`config.mk`:
```
export PLATFORM = sky130hd
export DESIGN_NAME = page_margin_trim_detector
export DESIGN_NICKNAME = d
export VERILOG_FILES = /design/src/rtl/pmtd_pkg.sv /design/src/rtl/pmtd_axis_edges.sv /design/src/rtl/page_margin_trim_detector.sv
export SDC_FILE = /design/constraint.sdc
export NUM_CORES = 1
export LEC_CHECK = 0
export BUFFER_PORTS_ARGS = -buffer_cell sky130_fd_sc_hd__clkbuf_2
export CAP_MARGIN = 10
export CORE_MARGIN = 4
export CORE_UTILIZATION = 45
export DETAILED_ROUTE_END_ITERATION = 10
export SLEW_MARGIN = 20
export SYNTH_ARGS = -nofsm -noshare
export SYNTH_HDL_FRONTEND = slang
export SYNTH_SLANG_ARGS = --single-unit
```
`constraint.sdc`:
```
create_clock -name clk -period 14.15 [get_ports clk]
set_clock_uncertainty 0.05 [all_clocks]
set_input_delay 2.1225 -clock clk [delete_from_list [all_inputs] [get_ports clk]]
set_output_delay 2.1225 -clock clk [all_outputs]
set_load 0.02 [all_outputs]
```
`src/rtl/pmtd_pkg.sv`:
```
// ----------------------------------------------------------------------------
// pmtd_pkg
// shared constants, types and size helpers of the page margin trim detector
// ----------------------------------------------------------------------------
package pmtd_pkg;

  localparam int unsigned MAX_DIMENSION = 4096;

  localparam int unsigned SIZE_W  = 13;  // image sizes and crop edges
  localparam int unsigned COUNT_W = 12;  // column and row counters
  localparam int unsigned RGB_W   = 24;
  localparam int unsigned ALPHA_W = 8;
  localparam int unsigned INDEX_W = 2;

  // configuration register indexes
  localparam logic [INDEX_W-1:0] REG_PAPER_RGB    = 2'd0;
  localparam logic [INDEX_W-1:0] REG_IMAGE_WIDTH  = 2'd1;
  localparam logic [INDEX_W-1:0] REG_IMAGE_HEIGHT = 2'd2;

  localparam logic [RGB_W-1:0]  PAPER_RGB_RESET    = 24'hFFFFFF;
  localparam logic [SIZE_W-1:0] IMAGE_SIZE_RESET   = 13'd1024;
  localparam logic [SIZE_W-1:0] MAX_SIZE           = SIZE_W'(MAX_DIMENSION);

  // reciprocal constants: floor(x * R >> S) is exact over the used range
  localparam logic [31:0] DIV3_RECIP   = 32'd43691;  // 2^17 / 3, rounded up
  localparam int unsigned DIV3_SHIFT   = 17;
  localparam logic [31:0] DIV100_RECIP = 32'd5243;   // 2^19 / 100, rounded up
  localparam int unsigned DIV100_SHIFT = 19;

  // per-axis limits derived from one size register
  typedef struct packed {
    logic [SIZE_W-1:0] n;          // effective size
    logic [SIZE_W-1:0] third;      // n / 3
    logic [SIZE_W-1:0] two_third;  // 2n / 3
    logic [SIZE_W-1:0] margin;     // n / 100
  } axis_limits_t;

  function automatic logic [SIZE_W-1:0] eff_size(input logic [SIZE_W-1:0] s);
    logic [SIZE_W-1:0] r;
    if (s == '0) begin
      r = SIZE_W'(1);
    end else if (s > MAX_SIZE) begin
      r = MAX_SIZE;
    end else begin
      r = s;
    end
    return r;
  endfunction

  function automatic logic [SIZE_W-1:0] div3(input logic [SIZE_W:0] x);
    logic [31:0] p;
    p = 32'(x) * DIV3_RECIP;
    return SIZE_W'(p >> DIV3_SHIFT);
  endfunction

  function automatic logic [SIZE_W-1:0] div100(input logic [SIZE_W-1:0] x);
    logic [31:0] p;
    p = 32'(x) * DIV100_RECIP;
    return SIZE_W'(p >> DIV100_SHIFT);
  endfunction

  function automatic axis_limits_t axis_limits(input logic [SIZE_W-1:0] s);
    axis_limits_t l;
    l.n         = eff_size(s);
    l.third     = div3({1'b0, l.n});
    l.two_third = div3({l.n, 1'b0});
    l.margin    = div100(l.n);
    return l;
  endfunction

endpackage

```
`src/rtl/pmtd_axis_edges.sv`:
```
// ----------------------------------------------------------------------------
// pmtd_axis_edges
// crop edges along one axis: clamp to the outer thirds, widen by the margin
// ----------------------------------------------------------------------------
module pmtd_axis_edges (
  input  pmtd_pkg::axis_limits_t          limits,
  input  logic [pmtd_pkg::SIZE_W-1:0]     first,
  input  logic [pmtd_pkg::COUNT_W-1:0]    last,
  input  logic                            seen,
  output logic [pmtd_pkg::SIZE_W-1:0]     low_edge,
  output logic [pmtd_pkg::SIZE_W-1:0]     span
);

  logic [pmtd_pkg::SIZE_W-1:0] lo_raw;
  logic [pmtd_pkg::SIZE_W-1:0] lo_clamp;
  logic [pmtd_pkg::SIZE_W-1:0] hi_raw;
  logic [pmtd_pkg::SIZE_W-1:0] hi_clamp;
  logic [pmtd_pkg::SIZE_W:0]   hi_wide;
  logic [pmtd_pkg::SIZE_W-1:0] hi_edge;

  always_comb begin
    lo_raw   = seen ? first : limits.n;
    hi_raw   = seen ? {1'b0, last} : '0;
    lo_clamp = (lo_raw > limits.third) ? limits.third : lo_raw;
    hi_clamp = (hi_raw < limits.two_third) ? limits.two_third : hi_raw;

    // move out by the margin, floored at zero and capped at the size
    low_edge = (lo_clamp >= limits.margin) ? lo_clamp - limits.margin : '0;
    hi_wide  = {1'b0, hi_clamp} + {1'b0, limits.margin};
    hi_edge  = (hi_wide > {1'b0, limits.n}) ? limits.n
                                             : hi_wide[pmtd_pkg::SIZE_W-1:0];
    span     = hi_edge - low_edge;
  end

endmodule

```
`src/rtl/page_margin_trim_detector.sv`:
```
// ----------------------------------------------------------------------------
// page_margin_trim_detector
// bounding box of page content over one raster-order page image
// ----------------------------------------------------------------------------
// Pixels of a page image stream in raster order, one item per pixel, and the
// block counts column and row itself. A pixel is content when its alpha is
// nonzero and its RGB differs from paper_rgb. On the last pixel of each image
// one crop box item comes out (left, top, width, height in pixels) and the
// tracking starts over for the next image. Edges are clamped so the box always
// covers the middle third, then widened by size/100 within the image. A
// zero size register counts as 1 and one above 4096 as 4096. Throughput is one
// pixel per clock while the input is not stalled: a pixel is registered on
// acceptance, and from that input register its tracking update and, for the
// last pixel, the crop arithmetic run into the result register, which holds
// the box valid until it is taken. Input stalls only while a finished box
// waits at the output and another image end is due. Size limits (thirds,
// margin) are registered from the size registers, which are registered from
// the write port, so configuration written while idle passes both registers.
// ----------------------------------------------------------------------------
module page_margin_trim_detector (
  input  logic                            clk,
  input  logic                            rst,

  // configuration write port
  input  logic                            cfg_write,
  input  logic [pmtd_pkg::INDEX_W-1:0]    cfg_index,
  input  logic [pmtd_pkg::RGB_W-1:0]      cfg_data,

  // pixel items
  input  logic                            in_valid,
  output logic                            in_ready,
  input  logic [pmtd_pkg::ALPHA_W-1:0]    pixel_alpha,
  input  logic [pmtd_pkg::RGB_W-1:0]      pixel_rgb,

  // crop box items
  output logic                            out_valid,
  input  logic                            out_ready,
  output logic [pmtd_pkg::SIZE_W-1:0]     crop_left,
  output logic [pmtd_pkg::SIZE_W-1:0]     crop_top,
  output logic [pmtd_pkg::SIZE_W-1:0]     crop_width,
  output logic [pmtd_pkg::SIZE_W-1:0]     crop_height
);

  // configuration registers
  logic [pmtd_pkg::RGB_W-1:0]  paper_rgb;
  logic [pmtd_pkg::SIZE_W-1:0] image_width;
  logic [pmtd_pkg::SIZE_W-1:0] image_height;

  // derived per-axis limits
  pmtd_pkg::axis_limits_t limits_w;
  pmtd_pkg::axis_limits_t limits_h;

  // input register
  logic                         pix_valid;
  logic [pmtd_pkg::ALPHA_W-1:0] pix_alpha;
  logic [pmtd_pkg::RGB_W-1:0]   pix_rgb;

  // tracking state
  logic [pmtd_pkg::COUNT_W-1:0] column_count;
  logic [pmtd_pkg::COUNT_W-1:0] row_count;
  logic [pmtd_pkg::SIZE_W-1:0]  first_content_column;
  logic [pmtd_pkg::COUNT_W-1:0] last_content_column;
  logic [pmtd_pkg::SIZE_W-1:0]  first_content_row;
  logic [pmtd_pkg::COUNT_W-1:0] last_content_row;
  logic                         content_seen;

  // tracking after the current pixel
  logic                         is_content;
  logic [pmtd_pkg::SIZE_W-1:0]  first_col_next;
  logic [pmtd_pkg::COUNT_W-1:0] last_col_next;
  logic [pmtd_pkg::SIZE_W-1:0]  first_row_next;
  logic [pmtd_pkg::COUNT_W-1:0] last_row_next;
  logic                         seen_next;

  logic row_end;
  logic image_end;
  logic advance;

  logic [pmtd_pkg::SIZE_W-1:0] left_edge;
  logic [pmtd_pkg::SIZE_W-1:0] top_edge;
  logic [pmtd_pkg::SIZE_W-1:0] span_w;
  logic [pmtd_pkg::SIZE_W-1:0] span_h;

  // configuration writes, unknown indexes ignored
  always_ff @(posedge clk) begin
    if (rst) begin
      paper_rgb    <= pmtd_pkg::PAPER_RGB_RESET;
      image_width  <= pmtd_pkg::IMAGE_SIZE_RESET;
      image_height <= pmtd_pkg::IMAGE_SIZE_RESET;
    end else if (cfg_write) begin
      case (cfg_index)
        pmtd_pkg::REG_PAPER_RGB:    paper_rgb    <= cfg_data;
        pmtd_pkg::REG_IMAGE_WIDTH:  image_width  <= cfg_data[pmtd_pkg::SIZE_W-1:0];
        pmtd_pkg::REG_IMAGE_HEIGHT: image_height <= cfg_data[pmtd_pkg::SIZE_W-1:0];
        default: ;
      endcase
    end
  end

  // thirds and margins, one multiply each, registered
  always_ff @(posedge clk) begin
    limits_w <= pmtd_pkg::axis_limits(image_width);
    limits_h <= pmtd_pkg::axis_limits(image_height);
  end

  // end of row / image from the counters and the effective sizes
  always_comb begin
    row_end   = ({1'b0, column_count} + pmtd_pkg::SIZE_W'(1)) >= limits_w.n;
    image_end = row_end
             && (({1'b0, row_count} + pmtd_pkg::SIZE_W'(1)) >= limits_h.n);
    // a pixel that ends an image needs the result slot free
    advance   = pix_valid && (!image_end || !out_valid || out_ready);
    in_ready  = !pix_valid || advance;
  end

  // running min/max including the current pixel
  always_comb begin
    is_content     = (pix_alpha != '0) && (pix_rgb != paper_rgb);
    first_col_next = first_content_column;
    last_col_next  = last_content_column;
    first_row_next = first_content_row;
    last_row_next  = last_content_row;
    if (is_content) begin
      if (!content_seen || ({1'b0, column_count} < first_content_column)) begin
        first_col_next = {1'b0, column_count};
      end
      if (!content_seen || (column_count > last_content_column)) begin
        last_col_next = column_count;
      end
      if (!content_seen) begin
        first_row_next = {1'b0, row_count};
      end
      last_row_next = row_count;
    end
    seen_next = content_seen || is_content;
  end

  pmtd_axis_edges u_edges_x (
    .limits   (limits_w),
    .first    (first_col_next),
    .last     (last_col_next),
    .seen     (seen_next),
    .low_edge (left_edge),
    .span     (span_w)
  );

  pmtd_axis_edges u_edges_y (
    .limits   (limits_h),
    .first    (first_row_next),
    .last     (last_row_next),
    .seen     (seen_next),
    .low_edge (top_edge),
    .span     (span_h)
  );

  // input register
  always_ff @(posedge clk) begin
    if (rst) begin
      pix_valid <= 1'b0;
    end else if (in_ready) begin
      pix_valid <= in_valid;
    end
  end

  always_ff @(posedge clk) begin
    if (in_ready && in_valid) begin
      pix_alpha <= pixel_alpha;
      pix_rgb   <= pixel_rgb;
    end
  end

  // tracking state and raster counters
  always_ff @(posedge clk) begin
    if (rst) begin
      column_count         <= '0;
      row_count            <= '0;
      first_content_column <= '1;
      last_content_column  <= '0;
      first_content_row    <= '1;
      last_content_row     <= '0;
      content_seen         <= 1'b0;
    end else if (advance) begin
      if (image_end) begin
        column_count         <= '0;
        row_count            <= '0;
        first_content_column <= '1;
        last_content_column  <= '0;
        first_content_row    <= '1;
        last_content_row     <= '0;
        content_seen         <= 1'b0;
      end else begin
        first_content_column <= first_col_next;
        last_content_column  <= last_col_next;
        first_content_row    <= first_row_next;
        last_content_row     <= last_row_next;
        content_seen         <= seen_next;
        if (row_end) begin
          column_count <= '0;
          row_count    <= row_count + pmtd_pkg::COUNT_W'(1);
        end else begin
          column_count <= column_count + pmtd_pkg::COUNT_W'(1);
        end
      end
    end
  end

  // result register
  always_ff @(posedge clk) begin
    if (rst) begin
      out_valid <= 1'b0;
    end else if (advance && image_end) begin
      out_valid <= 1'b1;
    end else if (out_ready) begin
      out_valid <= 1'b0;
    end
  end

  always_ff @(posedge clk) begin
    if (advance && image_end) begin
      crop_left   <= left_edge;
      crop_top    <= top_edge;
      crop_width  <= span_w;
      crop_height <= span_h;
    end
  end

  // a finished image always leaves a box at the output
  a_box_on_image_end: assert property (@(posedge clk) disable iff (rst)
    advance && image_end |=> out_valid)
    else $error("image end did not load a crop box");

  // tracking is cleared only at an image end
  a_seen_holds: assert property (@(posedge clk) disable iff (rst)
    content_seen && !(advance && image_end) |=> content_seen)
    else $error("content flag dropped before image end");

  // once content is seen the column range is ordered
  a_column_order: assert property (@(posedge clk) disable iff (rst)
    content_seen |-> first_content_column <= {1'b0, last_content_column})
    else $error("first content column past last content column");

  // a held pixel is not lost
  a_pixel_held: assert property (@(posedge clk) disable iff (rst)
    pix_valid && !advance |=> pix_valid && $stable(pix_rgb) && $stable(pix_alpha))
    else $error("stalled pixel changed");

endmodule

```
==> results of run 1 <==
==> final cells by class <==
cell class              count  area, µm²  area share [%]
flip-flops and latches    277       6390            21.0
multi-input cells        2132      19300            63.3
clock inverters            21        264           0.867
well taps                 782        978            3.21
clock buffers              43        916            3.01
repair buffers            131        713            2.34
inverters                 510       1920            6.29
==> registers in the layout (all words and copies together), names as in the netlist, 24 cells and up <==
| signal | count |
|---|---|
| limits_h | 33 |
| paper_rgb | 24 |
| pix_rgb | 24 |
| limits_w | 33 |
==> routing by layer <==
| layer | wire, µm | up-vias | GRT usage, % | share of wire, % |
|---|---|---|---|---|
| li1 | - | 10400 | - | - |
| met1 | 33400 | 10300 | 30.3 | 46 |
| met2 | 33700 | 511 | 36.8 | 46 |
| met3 | 3940 | 131 | 2.95 | 5.4 |
| met4 | 2060 | 0 | 6.43 | 2.8 |
| met5 | 0 | - | 0 | 0 |
==> worst max-delay path: cells and delay by family, from the launching register on <==
family | cells | cell delay, ns
flops | 1 | 0.57
fa+ha+maj | 6 | 1.78
buf+inv | 1 | 0.06
simple gates | 3 | 0.30
xor+xnor | 3 | 0.55
compound gates | 34 | 7.61
==> placed cells by master (no fill, tap or decap), drive strengths merged, types with 25 or more instances in the layout <==
cell type,Yosys,routed
nand3,76,76
a21oi,147,147
inv,510,512
a21o,55,55
a211o,31,31
mux2,26,26
nand4,25,25
nor2,141,141
ha,495,495
fa,214,214
nor3,33,33
a32o,25,25
dfxtp,193,193
xor2,58,58
o21ai,119,119
mux2i,27,27
xnor2,83,83
edfxtp,84,84
nor2b,51,51
clkbuf,75,159
nand2,221,221
==> stage by stage <==
stage                     instance area, µm²  cells
after detailed placement               29200   3831
after global routing                   30400   3896
final                                  30400   3896
after floorplan                        27900   3010
after global placement                 29200   3831
after CTS                              30400   3895
==> power breakdown <==
part           switching [W]  internal (W)
Clock               0.000371      0.000572
Combinational       0.000874      0.000654
Sequential         0.0000456      0.000924
Total                0.00129       0.00215
==> Yosys cell counts, drive strengths merged, types with 8 or more instances <==
cell type	n	area, µm²
a211o	31	272
a21boi	11	82.6
a21o	55	413
a21oi	147	736
a22o	12	105
a31oi	14	87.6
a32o	25	250
and2	24	150
and3	8	50.1
buf	16	95.1
clkbuf	75	282
dfxtp	193	3860
edfxtp	84	2520
fa	214	4280
ha	495	6190
inv	510	1910
mux2	26	293
mux2i	27	270
nand2	221	830
nand2b	18	113
nand3	76	380
nand4	25	156
nor2	141	532
nor2b	51	319
nor3	33	170
nor4	23	144
o211ai	19	143
o21a	22	165
o21ai	119	603
o21bai	10	75.1
o22ai	8	50.1
o31ai	16	120
or2	12	75.1
or3	19	124
xnor2	83	727
xor2	58	508
==> worst paths after layout <==
kind                    from              end  slack (ns)
max reg2reg  column_count[7]   crop_width[12]        2.92
max          column_count[7]   crop_width[12]        2.92
min          image_height[0]  image_height[0]        0.41
min reg2reg  image_height[0]  image_height[0]        0.41
==> logic make-up after synthesis <==
logic type	Yosys count	synth area share [%]
adder cells (fa/ha/maj)	709	37.6
flip-flops	277	22.9
buffers and inverters	601	8.22
multiplexers	53	2.02
XOR/XNOR	141	4.43
AO/OA/AOI/OAI	548	13.1
AND/OR/NAND/NOR	677	11.7
other	2	0.0270
==> flow_metrics.py, run 1 <==
metrics = {
    "setup_path": {
        "required_ns": 14.40,
        "cp.arrival_ns": 11.47,
        "r2r_cells": 47,
        "start_kind": "flip-flop",
        "critPathMaxFanout": 20,
        "cpMaxStageDelayCell": "dfxtp_1",
        "max_stage_delay_ns": 0.57,
        "endpoint_kind": "flip-flop",
        "critPathKind": "flip-flop to flip-flop",
    },
    "timing": {
        "finalCritPeriodShare_pct": 79.3,
        "setup-violations-final": 0,
        "maxSlewViolCount": 0,
        "layout_min_cycle_time_ns": 11.23,
        "fmax_mhz": 89.1,
        "worst_slack_ns": 2.92,
        "whs_ns": 0.408,
        "tns_ns": 0,
        "rsz0062_at_grt": "no",
        "tightest_slew_ns": 0.989,
        "hold_viol": 0,
        "slew_headroom_pct": 33.9,
    },
    "clocking": {
        "ctsResizeCount": 0,
        "cts_root_buffer": "clkbuf_16",
        "clk_pin_slew_worst_paths_ns": 0.06,
        "clockBufferDepth": 3,
        "holdBufCountCts": 0,
        "h-tree-depth": 2,
        "post-cts-setup-buffer-count": 0,
        "clkSinkCount": 277,
        "tritoncts": "built",
        "clk_latency_ns": 0.57,
        "cts_buffers": 35,
    },
    "synth": {
        "synth_area_mm2": 0.0279,
        "synth_cells": 3008,
        "synthDistinctLibCells": 79,
        "ys_ff_latch": 277,
        "synth-edff-count": 84,
        "synth_warnings": 0,
        "synth.avg_cell_area_um2": 9.26,
        "ys_async_sr_fraction_pct": 0,
        "yosysSeqAreaShare_pct": 22.9,
        "synthFlopType": "dfxtp_1",
    },
    "finish": {
        "finalNetCount": 3859,
        "area_growth_pct": 9.24,
        "fin_util_pct": 50.1,
        "nFillCells": 5752,
        "drive_above_1_share_pct": 7.87,
        "diodes": 0,
    },
    "power_and_ir_drop": {
        "p_total_w": 0.00344,
        "vdd_drop_max_uv": 97.2,
        "leakage_nw": 15.1,
        "power.density_mw_per_mm2": 113,
    },
    "global_route": {
        "grt_util_all_layers_pct": 22.1,
        "grt_overflow": 0,
        "grt_pass1_wl_mm": 119,
        "antenna_found_initial": 0,
        "grt_max_degree": 56,
        "grt_pass1_vias": 22400,
    },
    "routing": {
        "ant_nets": 0,
        "wire_per_inst_um": 18.7,
        "routed_wl_mm": 73.0,
        "vias": 21400,
        "drc": 0,
        "drt_iter0_markers": 1207,
        "dr.pass1.iters": 6,
        "viasPerCell": 5.48,
    },
    "placed_design": {
        "portBuffers": 116,
        "hpwl_mm": 59.4,
        "place_ws_ns": 3.12,
        "place.gp.congestion": 0.915,
    },
    "die": {
        "fp.coreArea_mm2": 0.0608,
        "rows": 90,
        "start_util_pct": 45.8,
        "die_x_um": 257,
        "dieArea_mm2": 0.0660,
        "io_pins": 117,
        "chipHeight_um": 257,
    },
    "run_status": {
        "outcome": "complete, no violations",
    },
    "run": {
        "maxCapViolCount": 0,
    },
    "min_path": {
        "hold_depth": 2,
        "min_path_type": "flip-flop to flip-flop",
    },
}
(Power assumes the default switching activity.)
==> inputs of run 2 (changes only) <==
--- a/config.mk
+++ b/config.mk
@@ -5,6 +5,7 @@
 export SDC_FILE = /design/constraint.sdc
 export NUM_CORES = 1
 export LEC_CHECK = 0
+export ABC_AREA = 1
 export BUFFER_PORTS_ARGS = -buffer_cell sky130_fd_sc_hd__clkbuf_2
 export CAP_MARGIN = 10
 export CORE_MARGIN = 4
==> constraint.sdc (replaced) <==
create_clock -name clk -period 11.1 [get_ports clk]
set_clock_uncertainty 0.05 [all_clocks]
set_input_delay 1.665 -clock clk [delete_from_list [all_inputs] [get_ports clk]]
set_output_delay 1.665 -clock clk [all_outputs]
set_load 0.02 [all_outputs]
==> run 2 against run 1 <==
Net effect: power increased by 76%; clock power increased by 11%; die area rose by 1.6%; fmax grew 12%; sequential power rose by 41%; worst setup slack worse by 1.9 ns; combinational power rose by 140%; via count increased by 0.94%; register-to-register slack lost 1.9 ns; critical path type unchanged; critical endpoint is now crop_height[12]; largest power group unchanged.
==> flow_metrics.py, run 2 <==
metrics = {
    "setup_path": {
        "critPathKind": "flip-flop to flip-flop",
        "critPathMaxFanout": 61,
        "required_ns": 11.37,
        "start_kind": "flip-flop",
        "crit_path_frequent_cell": "nand2_1",
        "cpMaxStageDelayCell": "clkinv_2",
        "max_stage_delay_ns": 0.62,
        "cp.arrival_ns": 10.29,
        "endpoint_kind": "flip-flop",
    },
    "synth": {
        "synth_top_area_share_pct": 21.9,
        "yosysSeqAreaShare_pct": 22.5,
        "synthSimpleGateAreaFrac_pct": 14.9,
        "synth_commonest_cells": "inv_1 (685), nand2_1 (519), ha_1 (495), a21oi_1 (214), fa_1 (214)",
        "synthDistinctLibCells": 63,
        "synth_compound_area_share_pct": 11.0,
        "ys_ff_latch": 277,
        "synth_warnings": 0,
        "synth_top_area_cell": "ha_1",
        "synth_area_mm2": 0.0283,
        "synth_mux_area_share_pct": 0.0353,
        "synth.avg_cell_area_um2": 8.39,
        "ys_async_sr_fraction_pct": 0,
        "synth_cells": 3375,
        "synth_top_family_by_area": "adder cells",
        "yosysMostFrequentCell": "inv_1",
        "synth-edff-count": 84,
        "yosys.area_share.adder_pct": 37.0,
        "synthFlopType": "dfxtp_1",
        "synth_xor_area_share_pct": 3.96,
        "synth_area_leaders": "ha_1 (22%), fa_1 (15%), dfxtp_1 (14%), inv_1 (9.1%), edfxtp_1 (8.9%)",
    },
    "power_and_ir_drop": {
        "switchingPower_w": 0.00271,
        "power.density_mw_per_mm2": 197,
        "netSwitchingFraction_pct": 44.8,
        "power_frac_comb_pct": 59.9,
        "p_int_w": 0.00334,
        "clkPwrFrac_pct": 17.4,
        "leakage_nw": 16.0,
        "vdd_drop_max_uv": 197,
        "p_seq_share_pct": 22.7,
    },
    "routing": {
        "vias": 21600,
        "ant_nets": 0,
        "drc": 0,
        "dr.pass1.iters": 7,
        "viasPerCell": 4.97,
        "routed_wl_mm": 66.9,
        "drt_iter0_markers": 1155,
        "wire_per_inst_um": 15.4,
    },
    "clocking": {
        "clkSinkCount": 277,
        "clk_pin_slew_worst_paths_ns": 0.06,
        "cts_buffers": 34,
        "cts_root_buffer": "clkbuf_16",
        "holdBufCountCts": 0,
        "h-tree-depth": 2,
        "clk_latency_ns": 0.56,
        "clockBufferDepth": 3,
        "tritoncts": "built",
        "post-cts-setup-buffer-count": 0,
        "ctsResizeCount": 0,
    },
    "run": {
        "maxCapViolCount": 0,
    },
    "finish": {
        "nFillCells": 6043,
        "seq_area_mm2": 0.00639,
        "reg_top3": "limits_h (33), limits_w (33)",
        "final_area_mm2": 0.0308,
        "multi_input_area_mm2": 0.0190,
        "drive_above_1_share_pct": 8.45,
        "diodes": 0,
        "finalNetCount": 4250,
        "final_common_cell": "inv_1",
        "layout_common_cells": "inv_1 (683), nand2_1 (518), ha_1 (495), a21oi_1 (214), fa_1 (214)",
        "stdcell_count": 4341,
        "area_growth_pct": 8.72,
    },
    "timing": {
        "hold_viol": 0,
        "setup-violations-final": 0,
        "tightest_slew_ns": 1.02,
        "rsz0062_at_grt": "no",
        "worst_slack_ns": 1.07,
        "tns_ns": 0,
        "fmax_mhz": 99.7,
        "slew_headroom_pct": 32.1,
        "maxSlewViolCount": 0,
        "layout_min_cycle_time_ns": 10.03,
        "finalCritPeriodShare_pct": 90.3,
    },
    "placed_design": {
        "hpwl_mm": 55.3,
        "place.gp.congestion": 0.879,
        "placed_cells": 4278,
        "place_area_mm2": 0.0297,
        "place_ws_ns": 1.14,
        "portBuffers": 116,
    },
    "die": {
        "io_pins": 117,
        "start_util_pct": 45.6,
        "rows": 91,
        "die_x_um": 259,
        "chipHeight_um": 259,
        "fp.coreArea_mm2": 0.0621,
        "dieArea_mm2": 0.0670,
    },
    "min_path": {
        "min_path_type": "flip-flop to flip-flop",
    },
    "global_route": {
        "grt_util_all_layers_pct": 20.3,
        "grt_max_degree": 62,
        "grt_pass1_vias": 21400,
        "antenna_found_initial": 0,
        "grt_pass1_wl_mm": 110,
        "grt_overflow": 0,
    },
    "run_status": {
        "outcome": "complete, no violations",
    },
}
==> run 2: changes by cell type after synthesis, sizes merged, moves of 51 or more <==
cell	change
a21oi	+69
inv	+191
nand2	+322
nor2b	-51
o21ai	+91
==> run 2: logic make-up after synthesis <==
logic type               Yosys count
multiplexers                       1
other                              2
flip-flops                       277
AO/OA/AOI/OAI                    545
buffers and inverters            771
AND/OR/NAND/NOR                  942
adder cells (fa/ha/maj)          709
XOR/XNOR                         128
==> run 2: final timing paths <==
path	endpoint	start	slack, ns	cells after the start
setup / recovery	crop_height[12]	pix_rgb[21]	1.07	52
hold / removal	last_content_column[10]	last_content_column[10]	0.41	2
setup reg to reg	crop_height[12]	pix_rgb[21]	1.07	52
hold reg to reg	last_content_column[10]	last_content_column[10]	0.41	2
==> run 2: power by group through the flow <==
stage | registers, W | clock network [W] | logic (W)
5_1_grt | 0.00138 | 0.00112 | 0.00422
3_3_place_gp | 0.00140 | 0 | 0.00361
3_5_place_dp | 0.00140 | 0 | 0.00361
2_1_floorplan | 0.00137 | 0 | 0.00286
4_1_cts | 0.00137 | 0.00109 | 0.00365
6_report | 0.00137 | 0.00105 | 0.00363
==> run 2: layout make-up <==
| cell class | count | share of cell area [%] |
|---|---|---|
| inverters | 703 | 8.57 |
| multi-input cells | 2329 | 61.6 |
| clock buffers | 47 | 2.92 |
| flip-flops and latches | 277 | 20.7 |
| repair buffers | 133 | 2.34 |
| clock inverters | 15 | 0.406 |
| well taps | 837 | 3.40 |
==> run 2: per-layer routing <==
metal	vias up	GRT usage, %	share of wire [%]
li1	11200	-	-
met2	359	33.1	45
met1	9984	29.0	49
met3	62	2.74	4.4
met4	0	4.32	1.7
met5	-	0	0
==> run 2: per-stage QoR <==
stage                     utilization (%)  power (W)  hold slack (ns)
after floorplan                         -    0.00422            0.384
after global placement               47.9    0.00501            0.398
after detailed placement             47.9    0.00501            0.401
after CTS                            49.6    0.00611            0.410
after global routing                 49.6    0.00672            0.426
final                                49.6    0.00605            0.411
==> run 2: worst max-delay path: cells and delay by family (launching register included) <==
kind,cells,cell delay [ns]
and+or+nand+nor,22,3.21
DFF,1,0.39
AOI/OAI and AO/OA,17,3.17
xor gates and xnor gates,1,0.21
buffers and inverters,7,1.01
adders and majority gates,5,1.68
